**src/sv/hsb_pkg.sv**
```systemverilog
`timescale 1ns / 1ps
// ----------------------------------------------------------------------------
// hsb_pkg
// Shared types and constants of the HMAC-SHA1 base64 block.
// ----------------------------------------------------------------------------
package hsb_pkg;

    localparam int BLOCK_BYTES = 64;
    localparam int KEY_BITS    = BLOCK_BYTES * 8;
    localparam int Q_DEPTH     = 4;
    localparam int Q_AW        = $clog2(Q_DEPTH);
    localparam int CHAR_COUNT  = 28;

    localparam logic [7:0] IPAD_BYTE = 8'h36;
    localparam logic [7:0] OPAD_BYTE = 8'h5c;
    localparam logic [7:0] PAD_MARK  = 8'h80;
    localparam logic [7:0] B64_FILL  = 8'h3d;

    localparam logic [159:0] SHA_IV =
        160'h67452301_EFCDAB89_98BADCFE_10325476_C3D2E1F0;

    // one message byte plus its classification
    typedef struct packed {
        logic [7:0] data;
        logic       final_byte;
        logic       first_byte;
    } t_item;

    // one base64 character of the answer
    typedef struct packed {
        logic [7:0] ch;
        logic       last;
    } t_char;

    function automatic logic [7:0] b64_char(input logic [5:0] v);
        logic [7:0] r;
        if (v < 6'd26) begin
            r = 8'h41 + {2'b00, v};
        end else if (v < 6'd52) begin
            r = 8'h61 + {2'b00, v} - 8'd26;
        end else if (v < 6'd62) begin
            r = 8'h30 + {2'b00, v} - 8'd52;
        end else if (v == 6'd62) begin
            r = 8'h2b;
        end else begin
            r = 8'h2f;
        end
        return r;
    endfunction

endpackage

```
**src/sv/hsb_front.sv**
```systemverilog
`timescale 1ns / 1ps
// ----------------------------------------------------------------------------
// hsb_front
// Accept message bytes, tag the first byte of each message, queue them.
// ----------------------------------------------------------------------------
module hsb_front import hsb_pkg::*; (
    input  logic       i_clk,
    input  logic       i_rst_n,
    input  logic       i_push,
    input  logic [7:0] i_data,
    input  logic       i_final,
    output logic       o_full,
    output logic       o_valid,
    output t_item      o_item,
    input  logic       i_pop
);

    t_item              r_mem [Q_DEPTH];
    logic [Q_AW-1:0]    r_wr;
    logic [Q_AW-1:0]    r_rd;
    logic [Q_AW:0]      r_cnt;
    logic               r_in_msg;
    logic               w_push;
    logic               w_pop;
    t_item              w_item;

    assign o_full  = (r_cnt == (Q_AW+1)'(Q_DEPTH));
    assign o_valid = (r_cnt != '0);
    assign w_push  = i_push && !o_full;
    assign w_pop   = i_pop && o_valid;

    always_comb begin
        w_item.data       = i_data;
        w_item.final_byte = i_final;
        w_item.first_byte = !r_in_msg;
    end

    // storage
    always_ff @(posedge i_clk) begin
        if (w_push) begin
            r_mem[r_wr] <= w_item;
        end
    end

    always_ff @(posedge i_clk) begin
        o_item <= r_mem[r_rd];
    end

    always_ff @(posedge i_clk) begin
        if (!i_rst_n) begin
            r_wr     <= '0;
            r_rd     <= '0;
            r_cnt    <= '0;
            r_in_msg <= 1'b0;
        end else begin
            if (w_push) begin
                r_wr     <= r_wr + 1'b1;
                r_in_msg <= !i_final;
            end
            if (w_pop) begin
                r_rd <= r_rd + 1'b1;
            end
            r_cnt <= r_cnt + (Q_AW+1)'(w_push) - (Q_AW+1)'(w_pop);
        end
    end

endmodule

```
**src/sv/hsb_outq.sv**
```systemverilog
`timescale 1ns / 1ps
// ----------------------------------------------------------------------------
// hsb_outq
// Result queue holding base64 characters until the receiver pops them.
// ----------------------------------------------------------------------------
module hsb_outq import hsb_pkg::*; (
    input  logic i_clk,
    input  logic i_rst_n,
    input  logic i_push,
    input  t_char i_char,
    output logic o_full,
    output logic o_empty,
    output t_char o_char,
    input  logic i_pop
);

    t_char           r_mem [Q_DEPTH];
    logic [Q_AW-1:0] r_wr;
    logic [Q_AW-1:0] r_rd;
    logic [Q_AW:0]   r_cnt;
    logic            w_push;
    logic            w_pop;

    assign o_full  = (r_cnt == (Q_AW+1)'(Q_DEPTH));
    assign o_empty = (r_cnt == '0);
    assign w_push  = i_push && !o_full;
    assign w_pop   = i_pop && !o_empty;
    assign o_char  = r_mem[r_rd];

    always_ff @(posedge i_clk) begin
        if (w_push) begin
            r_mem[r_wr] <= i_char;
        end
    end

    always_ff @(posedge i_clk) begin
        if (!i_rst_n) begin
            r_wr  <= '0;
            r_rd  <= '0;
            r_cnt <= '0;
        end else begin
            if (w_push) begin
                r_wr <= r_wr + 1'b1;
            end
            if (w_pop) begin
                r_rd <= r_rd + 1'b1;
            end
            r_cnt <= r_cnt + (Q_AW+1)'(w_push) - (Q_AW+1)'(w_pop);
        end
    end

endmodule

```
**src/sv/hsb_engine.sv**
```systemverilog
`timescale 1ns / 1ps
// ----------------------------------------------------------------------------
// hsb_engine
// Sequencer with one SHA-1 round unit: pads, compresses, encodes base64.
// ----------------------------------------------------------------------------
module hsb_engine import hsb_pkg::*; (
    input  logic                i_clk,
    input  logic                i_rst_n,
    input  logic [KEY_BITS-1:0] i_key,
    input  logic                i_valid,
    input  t_item               i_item,
    output logic                o_pop,
    input  logic                i_out_full,
    output logic                o_push,
    output t_char               o_char
);

    typedef enum logic [3:0] {
        ST_IDLE, ST_WAIT, ST_IPAD, ST_ABSORB, ST_FIN, ST_ZERO, ST_LEN,
        ST_ROUND, ST_ADD, ST_DONE, ST_DIG, ST_B64
    } t_state;

    t_state          r_state, n_state;
    t_state          r_ret, n_ret;
    logic [6:0]      r_round, n_round;
    logic [31:0]     r_a, r_b, r_c, r_d, r_e;
    logic [31:0]     n_a, n_b, n_c, n_d, n_e;
    logic [159:0]    r_chain, n_chain;
    logic [KEY_BITS-1:0] r_blk, n_blk;
    logic [60:0]     r_count, n_count;
    logic [5:0]      r_pos, n_pos;
    logic [63:0]     r_len, n_len;
    logic [7:0]      r_byte, n_byte;
    logic            r_final, n_final;
    logic            r_outer, n_outer;
    logic [159:0]    r_inner, n_inner;
    logic [167:0]    r_dig, n_dig;
    logic [4:0]      r_idx, n_idx;
    logic            w_start;

    logic [31:0] w_f, w_k, w_t, w_new;

    // round function
    always_comb begin
        if (r_round < 7'd20) begin
            w_f = (r_b & r_c) | (~r_b & r_d);
            w_k = 32'h5A827999;
        end else if (r_round < 7'd40) begin
            w_f = r_b ^ r_c ^ r_d;
            w_k = 32'h6ED9EBA1;
        end else if (r_round < 7'd60) begin
            w_f = (r_b & r_c) | (r_b & r_d) | (r_c & r_d);
            w_k = 32'h8F1BBCDC;
        end else begin
            w_f = r_b ^ r_c ^ r_d;
            w_k = 32'hCA62C1D6;
        end
        w_t = {r_a[26:0], r_a[31:27]} + w_f + r_e + w_k + r_blk[511:480];
        w_new = r_blk[95:64] ^ r_blk[255:224] ^ r_blk[447:416] ^ r_blk[511:480];
    end

    always_comb begin
        n_state = r_state;
        n_ret   = r_ret;
        n_round = r_round;
        n_a = r_a; n_b = r_b; n_c = r_c; n_d = r_d; n_e = r_e;
        n_chain = r_chain;
        n_blk   = r_blk;
        n_count = r_count;
        n_pos   = r_pos;
        n_len   = r_len;
        n_byte  = r_byte;
        n_final = r_final;
        n_outer = r_outer;
        n_inner = r_inner;
        n_dig   = r_dig;
        n_idx   = r_idx;
        w_start = 1'b0;
        o_pop   = 1'b0;
        o_push  = 1'b0;
        o_char.ch   = b64_char(r_dig[167:162]);
        o_char.last = 1'b0;
        case (r_state)
            ST_IDLE: begin
                if (i_valid) begin
                    o_pop   = 1'b1;
                    n_state = ST_WAIT;
                end
            end
            ST_WAIT: begin
                // queue read data lands this cycle
                n_byte  = i_item.data;
                n_final = i_item.final_byte;
                n_state = i_item.first_byte ? ST_IPAD : ST_ABSORB;
            end
            ST_IPAD: begin
                n_blk   = i_key ^ {BLOCK_BYTES{IPAD_BYTE}};
                n_chain = SHA_IV;
                n_count = 61'(BLOCK_BYTES);
                n_pos   = '0;
                w_start = 1'b1;
                n_ret   = ST_ABSORB;
            end
            ST_ABSORB: begin
                n_blk   = {r_blk[KEY_BITS-9:0], r_byte};
                n_count = r_count + 1'b1;
                n_pos   = r_pos + 1'b1;
                n_state = r_final ? ST_FIN : ST_IDLE;
                if (r_pos == 6'd63) begin
                    w_start = 1'b1;
                    n_ret   = r_final ? ST_FIN : ST_IDLE;
                end
            end
            ST_FIN: begin
                n_len   = {r_count, 3'b000};
                n_blk   = {r_blk[KEY_BITS-9:0], PAD_MARK};
                n_pos   = r_pos + 1'b1;
                n_state = ST_ZERO;
                if (r_pos == 6'd63) begin
                    w_start = 1'b1;
                    n_ret   = ST_ZERO;
                end
            end
            ST_ZERO: begin
                if (r_pos == 6'd56) begin
                    n_state = ST_LEN;
                end else begin
                    n_blk = {r_blk[KEY_BITS-9:0], 8'h00};
                    n_pos = r_pos + 1'b1;
                    if (r_pos == 6'd63) begin
                        w_start = 1'b1;
                        n_ret   = ST_ZERO;
                    end
                end
            end
            ST_LEN: begin
                n_blk = {r_blk[KEY_BITS-9:0], r_len[63:56]};
                n_len = {r_len[55:0], 8'h00};
                n_pos = r_pos + 1'b1;
                if (r_pos == 6'd63) begin
                    w_start = 1'b1;
                    n_ret   = ST_DONE;
                end
            end
            ST_ROUND: begin
                n_a = w_t;
                n_b = r_a;
                n_c = {r_b[1:0], r_b[31:2]};
                n_d = r_c;
                n_e = r_d;
                n_blk   = {r_blk[KEY_BITS-33:0], w_new[30:0], w_new[31]};
                n_round = r_round + 1'b1;
                if (r_round == 7'd79) begin
                    n_state = ST_ADD;
                end
            end
            ST_ADD: begin
                n_chain = {r_chain[159:128] + r_a, r_chain[127:96] + r_b,
                           r_chain[95:64] + r_c, r_chain[63:32] + r_d,
                           r_chain[31:0] + r_e};
                n_state = r_ret;
            end
            ST_DONE: begin
                n_idx = '0;
                if (!r_outer) begin
                    n_inner = r_chain;
                    n_blk   = i_key ^ {BLOCK_BYTES{OPAD_BYTE}};
                    n_chain = SHA_IV;
                    n_count = 61'(BLOCK_BYTES);
                    n_pos   = '0;
                    n_outer = 1'b1;
                    w_start = 1'b1;
                    n_ret   = ST_DIG;
                end else begin
                    n_dig   = {r_chain, 8'h00};
                    n_state = ST_B64;
                end
            end
            ST_DIG: begin
                n_blk   = {r_blk[KEY_BITS-9:0], r_inner[159:152]};
                n_inner = {r_inner[151:0], 8'h00};
                n_count = r_count + 1'b1;
                n_pos   = r_pos + 1'b1;
                n_idx   = r_idx + 1'b1;
                if (r_idx == 5'd19) begin
                    n_state = ST_FIN;
                end
            end
            ST_B64: begin
                if (!i_out_full) begin
                    o_push = 1'b1;
                    if (r_idx == 5'(CHAR_COUNT - 1)) begin
                        o_char.ch   = B64_FILL;
                        o_char.last = 1'b1;
                        n_outer     = 1'b0;
                        n_state     = ST_IDLE;
                    end
                    n_dig = {r_dig[161:0], 6'b000000};
                    n_idx = r_idx + 1'b1;
                end
            end
            default: begin
                n_state = ST_IDLE;
            end
        endcase
        // enter the round loop from the chain value about to be stored
        if (w_start) begin
            n_state = ST_ROUND;
            n_round = '0;
            n_a = n_chain[159:128];
            n_b = n_chain[127:96];
            n_c = n_chain[95:64];
            n_d = n_chain[63:32];
            n_e = n_chain[31:0];
        end
    end

    always_ff @(posedge i_clk) begin
        if (!i_rst_n) begin
            r_state <= ST_IDLE;
            r_ret   <= ST_IDLE;
            r_round <= '0;
            r_outer <= 1'b0;
            r_idx   <= '0;
            r_chain <= SHA_IV;
            r_count <= 61'(BLOCK_BYTES);
            r_pos   <= '0;
        end else begin
            r_state <= n_state;
            r_ret   <= n_ret;
            r_round <= n_round;
            r_outer <= n_outer;
            r_idx   <= n_idx;
            r_chain <= n_chain;
            r_count <= n_count;
            r_pos   <= n_pos;
        end
        r_a <= n_a; r_b <= n_b; r_c <= n_c; r_d <= n_d; r_e <= n_e;
        r_blk   <= n_blk;
        r_len   <= n_len;
        r_byte  <= n_byte;
        r_final <= n_final;
        r_inner <= n_inner;
        r_dig   <= n_dig;
    end

    a_round_range: assert property (@(posedge i_clk) disable iff (!i_rst_n)
        (r_state == ST_ROUND) |-> (r_round < 7'd80))
        else $error("round counter out of range");

    a_push_only_b64: assert property (@(posedge i_clk) disable iff (!i_rst_n)
        o_push |-> (r_state == ST_B64) && !i_out_full)
        else $error("character pushed outside encoding");

    a_pop_only_idle: assert property (@(posedge i_clk) disable iff (!i_rst_n)
        o_pop |=> (r_state == ST_WAIT))
        else $error("queue pop outside idle");

    a_last_ends: assert property (@(posedge i_clk) disable iff (!i_rst_n)
        (o_push && o_char.last) |=> (r_state == ST_IDLE) && !r_outer)
        else $error("last character did not end the message");

endmodule

```
**src/sv/hmac_sha1_base64_top.sv**
```systemverilog
`timescale 1ns / 1ps
// ----------------------------------------------------------------------------
// hmac_sha1_base64_top
// HMAC-SHA1 over a byte stream, answered as 28 base64 characters.
// ----------------------------------------------------------------------------
// Usage:
//   Load the 64-byte key into eight 64-bit registers through i_cfg_we /
//   i_cfg_index / i_cfg_data (first key byte in bits 63..56 of register 0),
//   only while the block is idle. Push message bytes with push while full
//   is low; raise i_is_final on the last byte of a message.
//   Each final byte causes 28 requests on the result side: pop while empty
//   is low takes the oldest character; o_last_char marks the '=' at the end.
// Operation:
//   The sequencer takes one byte at a time, and every 64th byte adds
//   one compression in the single round unit (80 rounds plus chain add).
//   The first byte of a message adds the inner pad compression. A final
//   byte then takes three or four compressions plus padding and digest
//   shifts before the first character, then one character a cycle while
//   the result queue has room.
// Reset (synchronous, i_rst_n low) empties both queues, clears the key
//   and returns the sequencer to idle. When the receiver stalls, the result
//   queue fills and the sequencer holds; the input queue then fills and
//   full rises.
// ----------------------------------------------------------------------------
module hmac_sha1_base64_top import hsb_pkg::*; (
    input  logic        i_clk,
    input  logic        i_rst_n,
    input  logic        i_cfg_we,
    input  logic [2:0]  i_cfg_index,
    input  logic [63:0] i_cfg_data,
    input  logic        push,
    output logic        full,
    input  logic [7:0]  i_message_byte,
    input  logic        i_is_final,
    output logic        empty,
    input  logic        pop,
    output logic [7:0]  o_base64_char,
    output logic        o_last_char
);

    logic [63:0]         r_key [8];
    logic [KEY_BITS-1:0] w_key;
    logic                w_q_valid;
    t_item               w_q_item;
    logic                w_q_pop;
    logic                w_out_full;
    logic                w_out_push;
    t_char               w_char;
    t_char               w_head;

    // key registers, written whenever the enable is high
    always_ff @(posedge i_clk) begin
        if (!i_rst_n) begin
            for (int i = 0; i < 8; i++) begin
                r_key[i] <= '0;
            end
        end else if (i_cfg_we) begin
            r_key[i_cfg_index] <= i_cfg_data;
        end
    end

    // flatten so that key byte 0 sits at the top of the block
    always_comb begin
        for (int i = 0; i < 8; i++) begin
            w_key[KEY_BITS-1-64*i -: 64] = r_key[i];
        end
    end

    // front: accept and tag bytes
    hsb_front u_front (
        .i_clk   (i_clk),
        .i_rst_n (i_rst_n),
        .i_push  (push),
        .i_data  (i_message_byte),
        .i_final (i_is_final),
        .o_full  (full),
        .o_valid (w_q_valid),
        .o_item  (w_q_item),
        .i_pop   (w_q_pop)
    );

    // back: hashing and encoding
    hsb_engine u_engine (
        .i_clk      (i_clk),
        .i_rst_n    (i_rst_n),
        .i_key      (w_key),
        .i_valid    (w_q_valid),
        .i_item     (w_q_item),
        .o_pop      (w_q_pop),
        .i_out_full (w_out_full),
        .o_push     (w_out_push),
        .o_char     (w_char)
    );

    // result queue toward the receiver
    hsb_outq u_outq (
        .i_clk   (i_clk),
        .i_rst_n (i_rst_n),
        .i_push  (w_out_push),
        .i_char  (w_char),
        .o_full  (w_out_full),
        .o_empty (empty),
        .o_char  (w_head),
        .i_pop   (pop)
    );

    assign o_base64_char = w_head.ch;
    assign o_last_char   = w_head.last;

endmodule

```
**config.mk**
```make
export PLATFORM = sky130hd
export DESIGN_NAME = hmac_sha1_base64_top
export DESIGN_NICKNAME = d
export VERILOG_FILES = /design/src/sv/hsb_pkg.sv /design/src/sv/hsb_front.sv /design/src/sv/hsb_outq.sv /design/src/sv/hsb_engine.sv /design/src/sv/hmac_sha1_base64_top.sv
export SDC_FILE = /design/constraint.sdc
export NUM_CORES = 2
export LEC_CHECK = 0
export BUFFER_PORTS_ARGS = -buffer_cell sky130_fd_sc_hd__clkbuf_2
export CORE_MARGIN = 4
export CORE_UTILIZATION = 53
export CTS_CLUSTER_SIZE = 20
export DETAILED_ROUTE_END_ITERATION = 10
export PLACE_DENSITY = 0.72
export SETUP_SLACK_MARGIN = 0.5
export SLEW_MARGIN = 20
export SYNTH_ARGS = -nofsm -noshare
export SYNTH_HDL_FRONTEND = slang
export SYNTH_SLANG_ARGS = --single-unit
```
**constraint.sdc**
```tcl
create_clock -name i_clk -period 56.7 [get_ports i_clk]
set_input_delay 5.67 -clock i_clk [delete_from_list [all_inputs] [get_ports i_clk]]
set_output_delay 5.67 -clock i_clk [all_outputs]
set_load 0.1 [all_outputs]
```
# After elaboration in Yosys (flattened, before gate mapping)
# Memories as Yosys holds them, arrays and structs flattened. A register that Yosys moved wholly into a read port is not among the register bits.
# Index checks and enable logic that the tools add are counted.
[op_classes]
bitwise = 17
magnitude_cmp = 6
n_mux = 82
reduce_logical = 37
n_eq_ne = 38
add_sub_neg = 26
[ops]
columns = ["operator", "count"]
rows = [
  ["case mux 512 bit (8 select lines)", 1],
  ["two-way mux 512 bit", 2],
  ["NOT 256 bit", 2],
  ["two-way mux 32 bit", 15],
  ["case mux 160 bit (3 select lines)", 1],
  ["two-way mux 168 bit", 2],
  ["case mux 168 bit (2 select lines)", 1],
  ["two-way mux 160 bit", 2],
  ["case mux 160 bit (2 select lines)", 1],
  ["adder 32 bit", 9],
  ["case mux 61 bit (3 select lines)", 1],
  ["XOR 32 bit", 5],
  ["AND 32 bit", 4],
  ["case mux 64 bit (2 select lines)", 1],
  ["OR 32 bit", 3],
  ["two-way mux 64 bit", 1],
  ["OR reduction 64 bit", 1],
  ["adder 61 x 1 -> 61 bit (second input constant)", 1],
  ["two-way mux 61 bit", 1],
  ["two-way mux 4 bit", 12],
  ["case mux 4 bit (11 select lines)", 1],
  ["NOT 32 bit", 1],
  ["two-way mux 31 bit", 1],
  ["two-way mux 9 bit", 3],
  ["other kinds (55)", 134],
]
[totals]
regBits = 1336
mem_bits_rw = 588
memories = 3
in_bits = 81
[memory_table]
columns = ["name", "depth", "width", "rd", "rd_clocked_by_memory_dff", "wr", "line", "rtl"]
rows = [
  ["r_key", 8, 64, 8, 0, 8, "hmac_sha1_base64_top.sv:41", "logic [63:0] r_key [8];"],
  ["u_front.r_mem", 4, 10, 1, 1, 1, "hsb_front.sv:18", "t_item r_mem [Q_DEPTH];"],
  ["u_outq.r_mem", 4, 9, 1, 1, 1, "hsb_outq.sv:17", "t_char r_mem [Q_DEPTH];"],
]

# Logic depth before layout (Yosys ltp)
[depth]
ltp_word = 12
ltp_mapped = 26
mapped_depth_nobuf = 24

# Modules after synthesis
# From an unflattened synthesis, not the netlist that was laid out.
[hier_totals]
hier_cells = 8116
area_unflattened_um2 = 94577.0
[by_module_without_submodules]
columns = ["mod", "n_inst", "area_each_um2", "cells_per_inst"]
rows = [
  ["hsb_engine", 1, 71614.9, 6641],
  ["hmac_sha1_base64_top", 1, 19054.5, 1266],
  ["hsb_front", 1, 2124.5, 112],
  ["hsb_outq", 1, 1783.0, 97],
]

# Least setup slack after synthesis
# OpenSTA, ideal clock, no wires.
[synth_timing]
path_type = "reg2reg"
from = "register u_engine.r_state[1]"
to = "register u_engine.r_blk[0], enable pin"
required_ps = 54603
setup_slack_ps = 18053
arrival_ps = 36550
stages_incl_launch_ff = 5
setup_time_ps = 2097
path_cell_list = "dfxtp_1 -> clkbuf_1 -> buf_2 -> a21oi_1 -> o21ai_0"
[synth_between]
elab_chain_len = 3
elab_cells_between_ends = 12
[synth_lines]
columns = ["item", "line", "rtl"]
rows = [
  ["from (decl)", "hsb_engine.sv:23", "t_state r_state, n_state;"],
  ["from (signal assigned)", "hsb_engine.sv:229", "r_state <= n_state;"],
  ["equality test 4 x 2 -> 1 bit (tied with other cells)", "hsb_engine.sv:83", "case (r_state)"],
  ["nonzero test 8 bit (no source line) or inequality test 2 bit (tied branches)", "--", ""],
  ["AND reduction 3 bit (no source line) *", "--", ""],
  ["to (signal assigned)", "hsb_engine.sv:239", "r_blk <= n_blk;"],
  ["to (decl)", "hsb_engine.sv:29", "logic [KEY_BITS-1:0] r_blk, n_blk;"],
]
# Every way passes the cells marked *; elsewhere a longest branch is shown, timed or not.
# A chain may end at the register's enable or synchronous reset.

==> results.md <==
- Top Family by Delay on Critical Path: flip-flops
- Total gr overflow: 0
- Starting Density: 53.6%
- WP data required: 51.03 ns
- Num ports: 92
- Vias in the first global route: 63,800
- Clk_lat worst skew: 0.85 ns
- CP Capture Point: o_base64_char[3]
- Comb pwr share: 39.3%
- Worst VDD drop: 0.0656 mV
- Total GRT Usage: 27.5%
- Post-Route WL: 262,000 um
- Layout Nets: 8,353
- Routed vias: 65,800
- Via/cell ratio: roughly 6.3
- Fin. Hold Viols: 0
- Worst Hold Class: register to register
- Fin util: 58.6%
- Syn. warnings: 0
- CTS Sinks: 1,925
- CP max stage cell: dfxtp_1
- Slew Viols, Final: 0
- Final worst path period share: 14.5%
- Clock slew at reported path FFs: 0.06 ns
- Slew at the pin with the worst max-slew slack: 1.22 ns
- Area fraction of the dominant cell type after synthesis: a little over half
- Initial antenna violation count: 10
- Num CTS Buffers: 195
- Failing checks: DRC
- Clock skew: about 0.06 ns
- Synth cell types: 89
- Synth Register Bits: 1,925
- CP Capture Type: output pin
- Rel. slew slack: 18.8%
- Post-CTS Resized: 0
- Post-Syn Nets: 8,451
- Max Freq: 122 MHz
- FF-to-FF End: u_engine.r_a[31]
- Drt initial violations: 8,823
- Post-Synthesis Cells: between 7,000 and 8,000
- Status: complete, but fails checks
- Max-cap violations: 0
- Post-route minimum period: 8.22 ns
- Core box area: 177,000 um2
- Setup total negative slack: 0 ns
- Avg Synthesized Cell Area: ~12 um2
- Clock Tree Root: clkbuf_16
- Crit path DAT: between 2 and 3 ns
- Die height: 431 um
- Flop pwr share: around two fifths
- Detail-routed net length per standard cell: 25.1 um
- Area Growth Syn to Fin: 9.49%
- EDFF count, synth: between 1,500 and 2,000
- Primary FF master, synth: edfxtp_1
- R2r setup slk: 49.12 ns
- Drt drc: 15
- Rows: 154
- Largest net degree at the start of global routing: approximately 210
- Clock power frac: 21.1%
- Die width: 431 um
- H-tree Lvls: 4
- Worst-case reg-to-reg path depth: 26
- Critical path type: register to output pin
- Global-route wire length before repair: 393,000 um
- CTS tree: built
- Sw power: around 2.4 mW
- First-pass DRT Iterations: 11
- Post-synthesis cell area: 94,700 um2
- Routability cong.: 0.973
- Net switching fraction of the power: 39.0%
- Fillers: 14,100
- Synth top area cells: edfxtp_1 (52%), dfxtp_1 (5.8%), and2_1 (3.8%)
- Die ar.: 186,000 um2
- RSZ-0062 raised after global routing: no
- DP HPWL: ~170,000 um
- Share of cells above drive strength 1: 9.55%
- Setup Buffers After CTS: 0
- Stages on the worst setup path: 2
- Setup violators final: 0
- Area leader, netlist: edfxtp_1
- Post-DRT Antenna Nets: 0
- Startpoint types: register
- Post-placement cell area: between 90,000 and 100,000 um2
- Register area share after synthesis: 58.1%
- Post-Layout Inst Area: ~100,000 um2
- Crit-path cells: mux4_2 -> clkbuf_2
- Internal Power: about 3.7 mW
- CP max stage delay: 0.71 ns
- Bufs on Longest Clock Path: 3
- Synth async-reset ratio: 0%
- Crit-path max FO: 9
- WHS Path Cells: 0
- Hold_buf cts: 0
- Buffers added on ports: between 90 and 100
- Crit path buffers/inverters: 1
- PwrDens: approximately 58 nW/um2
- Leakage: about 38 nW
- R2R Path Start: u_engine.r_round[4]
## Yosys cell counts, types with 150 or more instances
library cell,n
mux2_2,213
a222oi_1,253
nor2_1,641
edfxtp_1,1650
a21oi_1,441
mux2i_1,150
and2_1,580
clkbuf_1,418
xnor2_1,183
ha_1,247
nand2_1,770
o21ai_0,331
a221oi_1,164
dfxtp_1,275
inv_1,346
## sequential cells by signal, summed over array words and instances, names as in the netlist, 32 cells and up, named ones only
register	flops
u_engine.r_e	32
u_engine.r_dig	160
u_engine.r_blk	512
u_engine.r_c	32
r_key	512
u_engine.r_d	32
u_engine.r_b	32
u_engine.r_count	61
u_engine.r_chain	160
u_engine.r_a	32
u_engine.r_inner	160
u_front.r_mem	40
u_outq.r_mem	36
u_engine.r_len	61
## logic make-up (layout without fill, tap and decap cells)
kind of cell / count (synthesis) / after routing / share of synthesized area [%]
compound gates: 1781 / 1781 / 13.2
xor+xnor: 308 / 308 / 2.85
fa+ha+maj: 373 / 373 / 5.92
buf+inv: 815 / 885 / 3.25
flops: 1925 / 1925 / 58.1
mux: 382 / 382 / 4.57
other cells: 0 / 1 / 0
simple gates: 2413 / 2413 / 12.1
## power by group through the flow
stage | combinational, mW | clock, mW | sequential [mW]
after global routing | 2.60 | 1.35 | 2.41
final | 2.37 | 1.27 | 2.39
after global placement | 2.26 | 0 | 2.40
after floorplan | 1.76 | 0 | 2.66
after CTS | 2.34 | 1.29 | 2.38
after detailed placement | 2.32 | 0 | 2.40
## per-layer routing
| layer | vias up | track usage, % | wire (um) | share of wire (%) |
|---|---|---|---|---|
| met2 | 3150 | 44.0 | 122000 | 47 |
| met4 | 4 | 11.4 | 11700 | 4.5 |
| met5 | - | 0 | 28 | 0.011 |
| met1 | 32600 | 37.5 | 105000 | 40 |
| met3 | 571 | 4.57 | 22700 | 8.7 |
| li1 | 29500 | - | - | - |
## through the flow
| stage | worst slack [ns] | hold slack (ns) | cells | total power, mW |
|---|---|---|---|---|
| 2_1_floorplan | 18.05 | 0.386 | 7997 | 4.43 |
| 3_3_place_gp | 48.11 | 0.389 | 10000 | 4.66 |
| 3_5_place_dp | 48.07 | 0.391 | 10000 | 4.73 |
| 4_1_cts | 48.36 | 0.403 | 10400 | 6.01 |
| 5_1_grt | 48.30 | 0.407 | 10400 | 6.36 |
| 6_report | 48.48 | 0.401 | 10400 | 6.04 |
## worst min path at each step
stage	to	startpoint
6_report	u_engine.r_byte[3]	u_front.o_item[5]
5_1_grt	u_engine.r_byte[5]	u_front.o_item[7]
3_3_place_gp	u_engine.r_final	u_front.o_item[1]
3_5_place_dp	u_engine.r_byte[5]	u_front.o_item[7]
4_1_cts	u_engine.r_byte[3]	u_front.o_item[5]
2_1_floorplan	u_engine.r_byte[0]	u_front.o_item[2]
## final cells by class
type | count | area, um2 | share of cell area [%]
Sequential cell | 1925 | 55100 | 53.1
Tap cell | 2340 | 2930 | 2.82
Clock inverter | 92 | 850 | 0.819
Multi-Input combinational cell | 5257 | 37000 | 35.6
Inverter | 348 | 1310 | 1.26
Timing Repair Buffer | 172 | 1180 | 1.14
Clock buffer | 273 | 5450 | 5.25
Antenna cell | 1 | 2.50 | 0.00241
## cell usage in the layout, fill, tap and decap left out, types with 36 or more instances in the layout
cell	netlist	layout
mux2_2	213	213
xnor2_1	183	183
fa_1	126	126
nor2b_1	68	68
nor3_1	57	53
a211oi_1	42	42
a221oi_1	164	164
inv_1	346	346
a21oi_1	441	440
o211ai_1	54	54
a21o_1	78	77
xor2_1	125	125
nor2_1	641	630
o21ai_0	331	323
clkbuf_16	0	201
clkinv_2	0	36
and3_1	37	37
buf_4	0	72
clkbuf_1	418	57
clkbuf_2	0	90
and2_1	580	579
dfxtp_1	275	274
edfxtp_1	1650	1650
ha_1	247	247
nand3_1	91	89
mux2i_1	150	150
nand4_1	36	36
a22oi_1	147	147
a222oi_1	253	253
nand2_1	770	763
No activity file was read; power rests on OpenSTA's default activity.
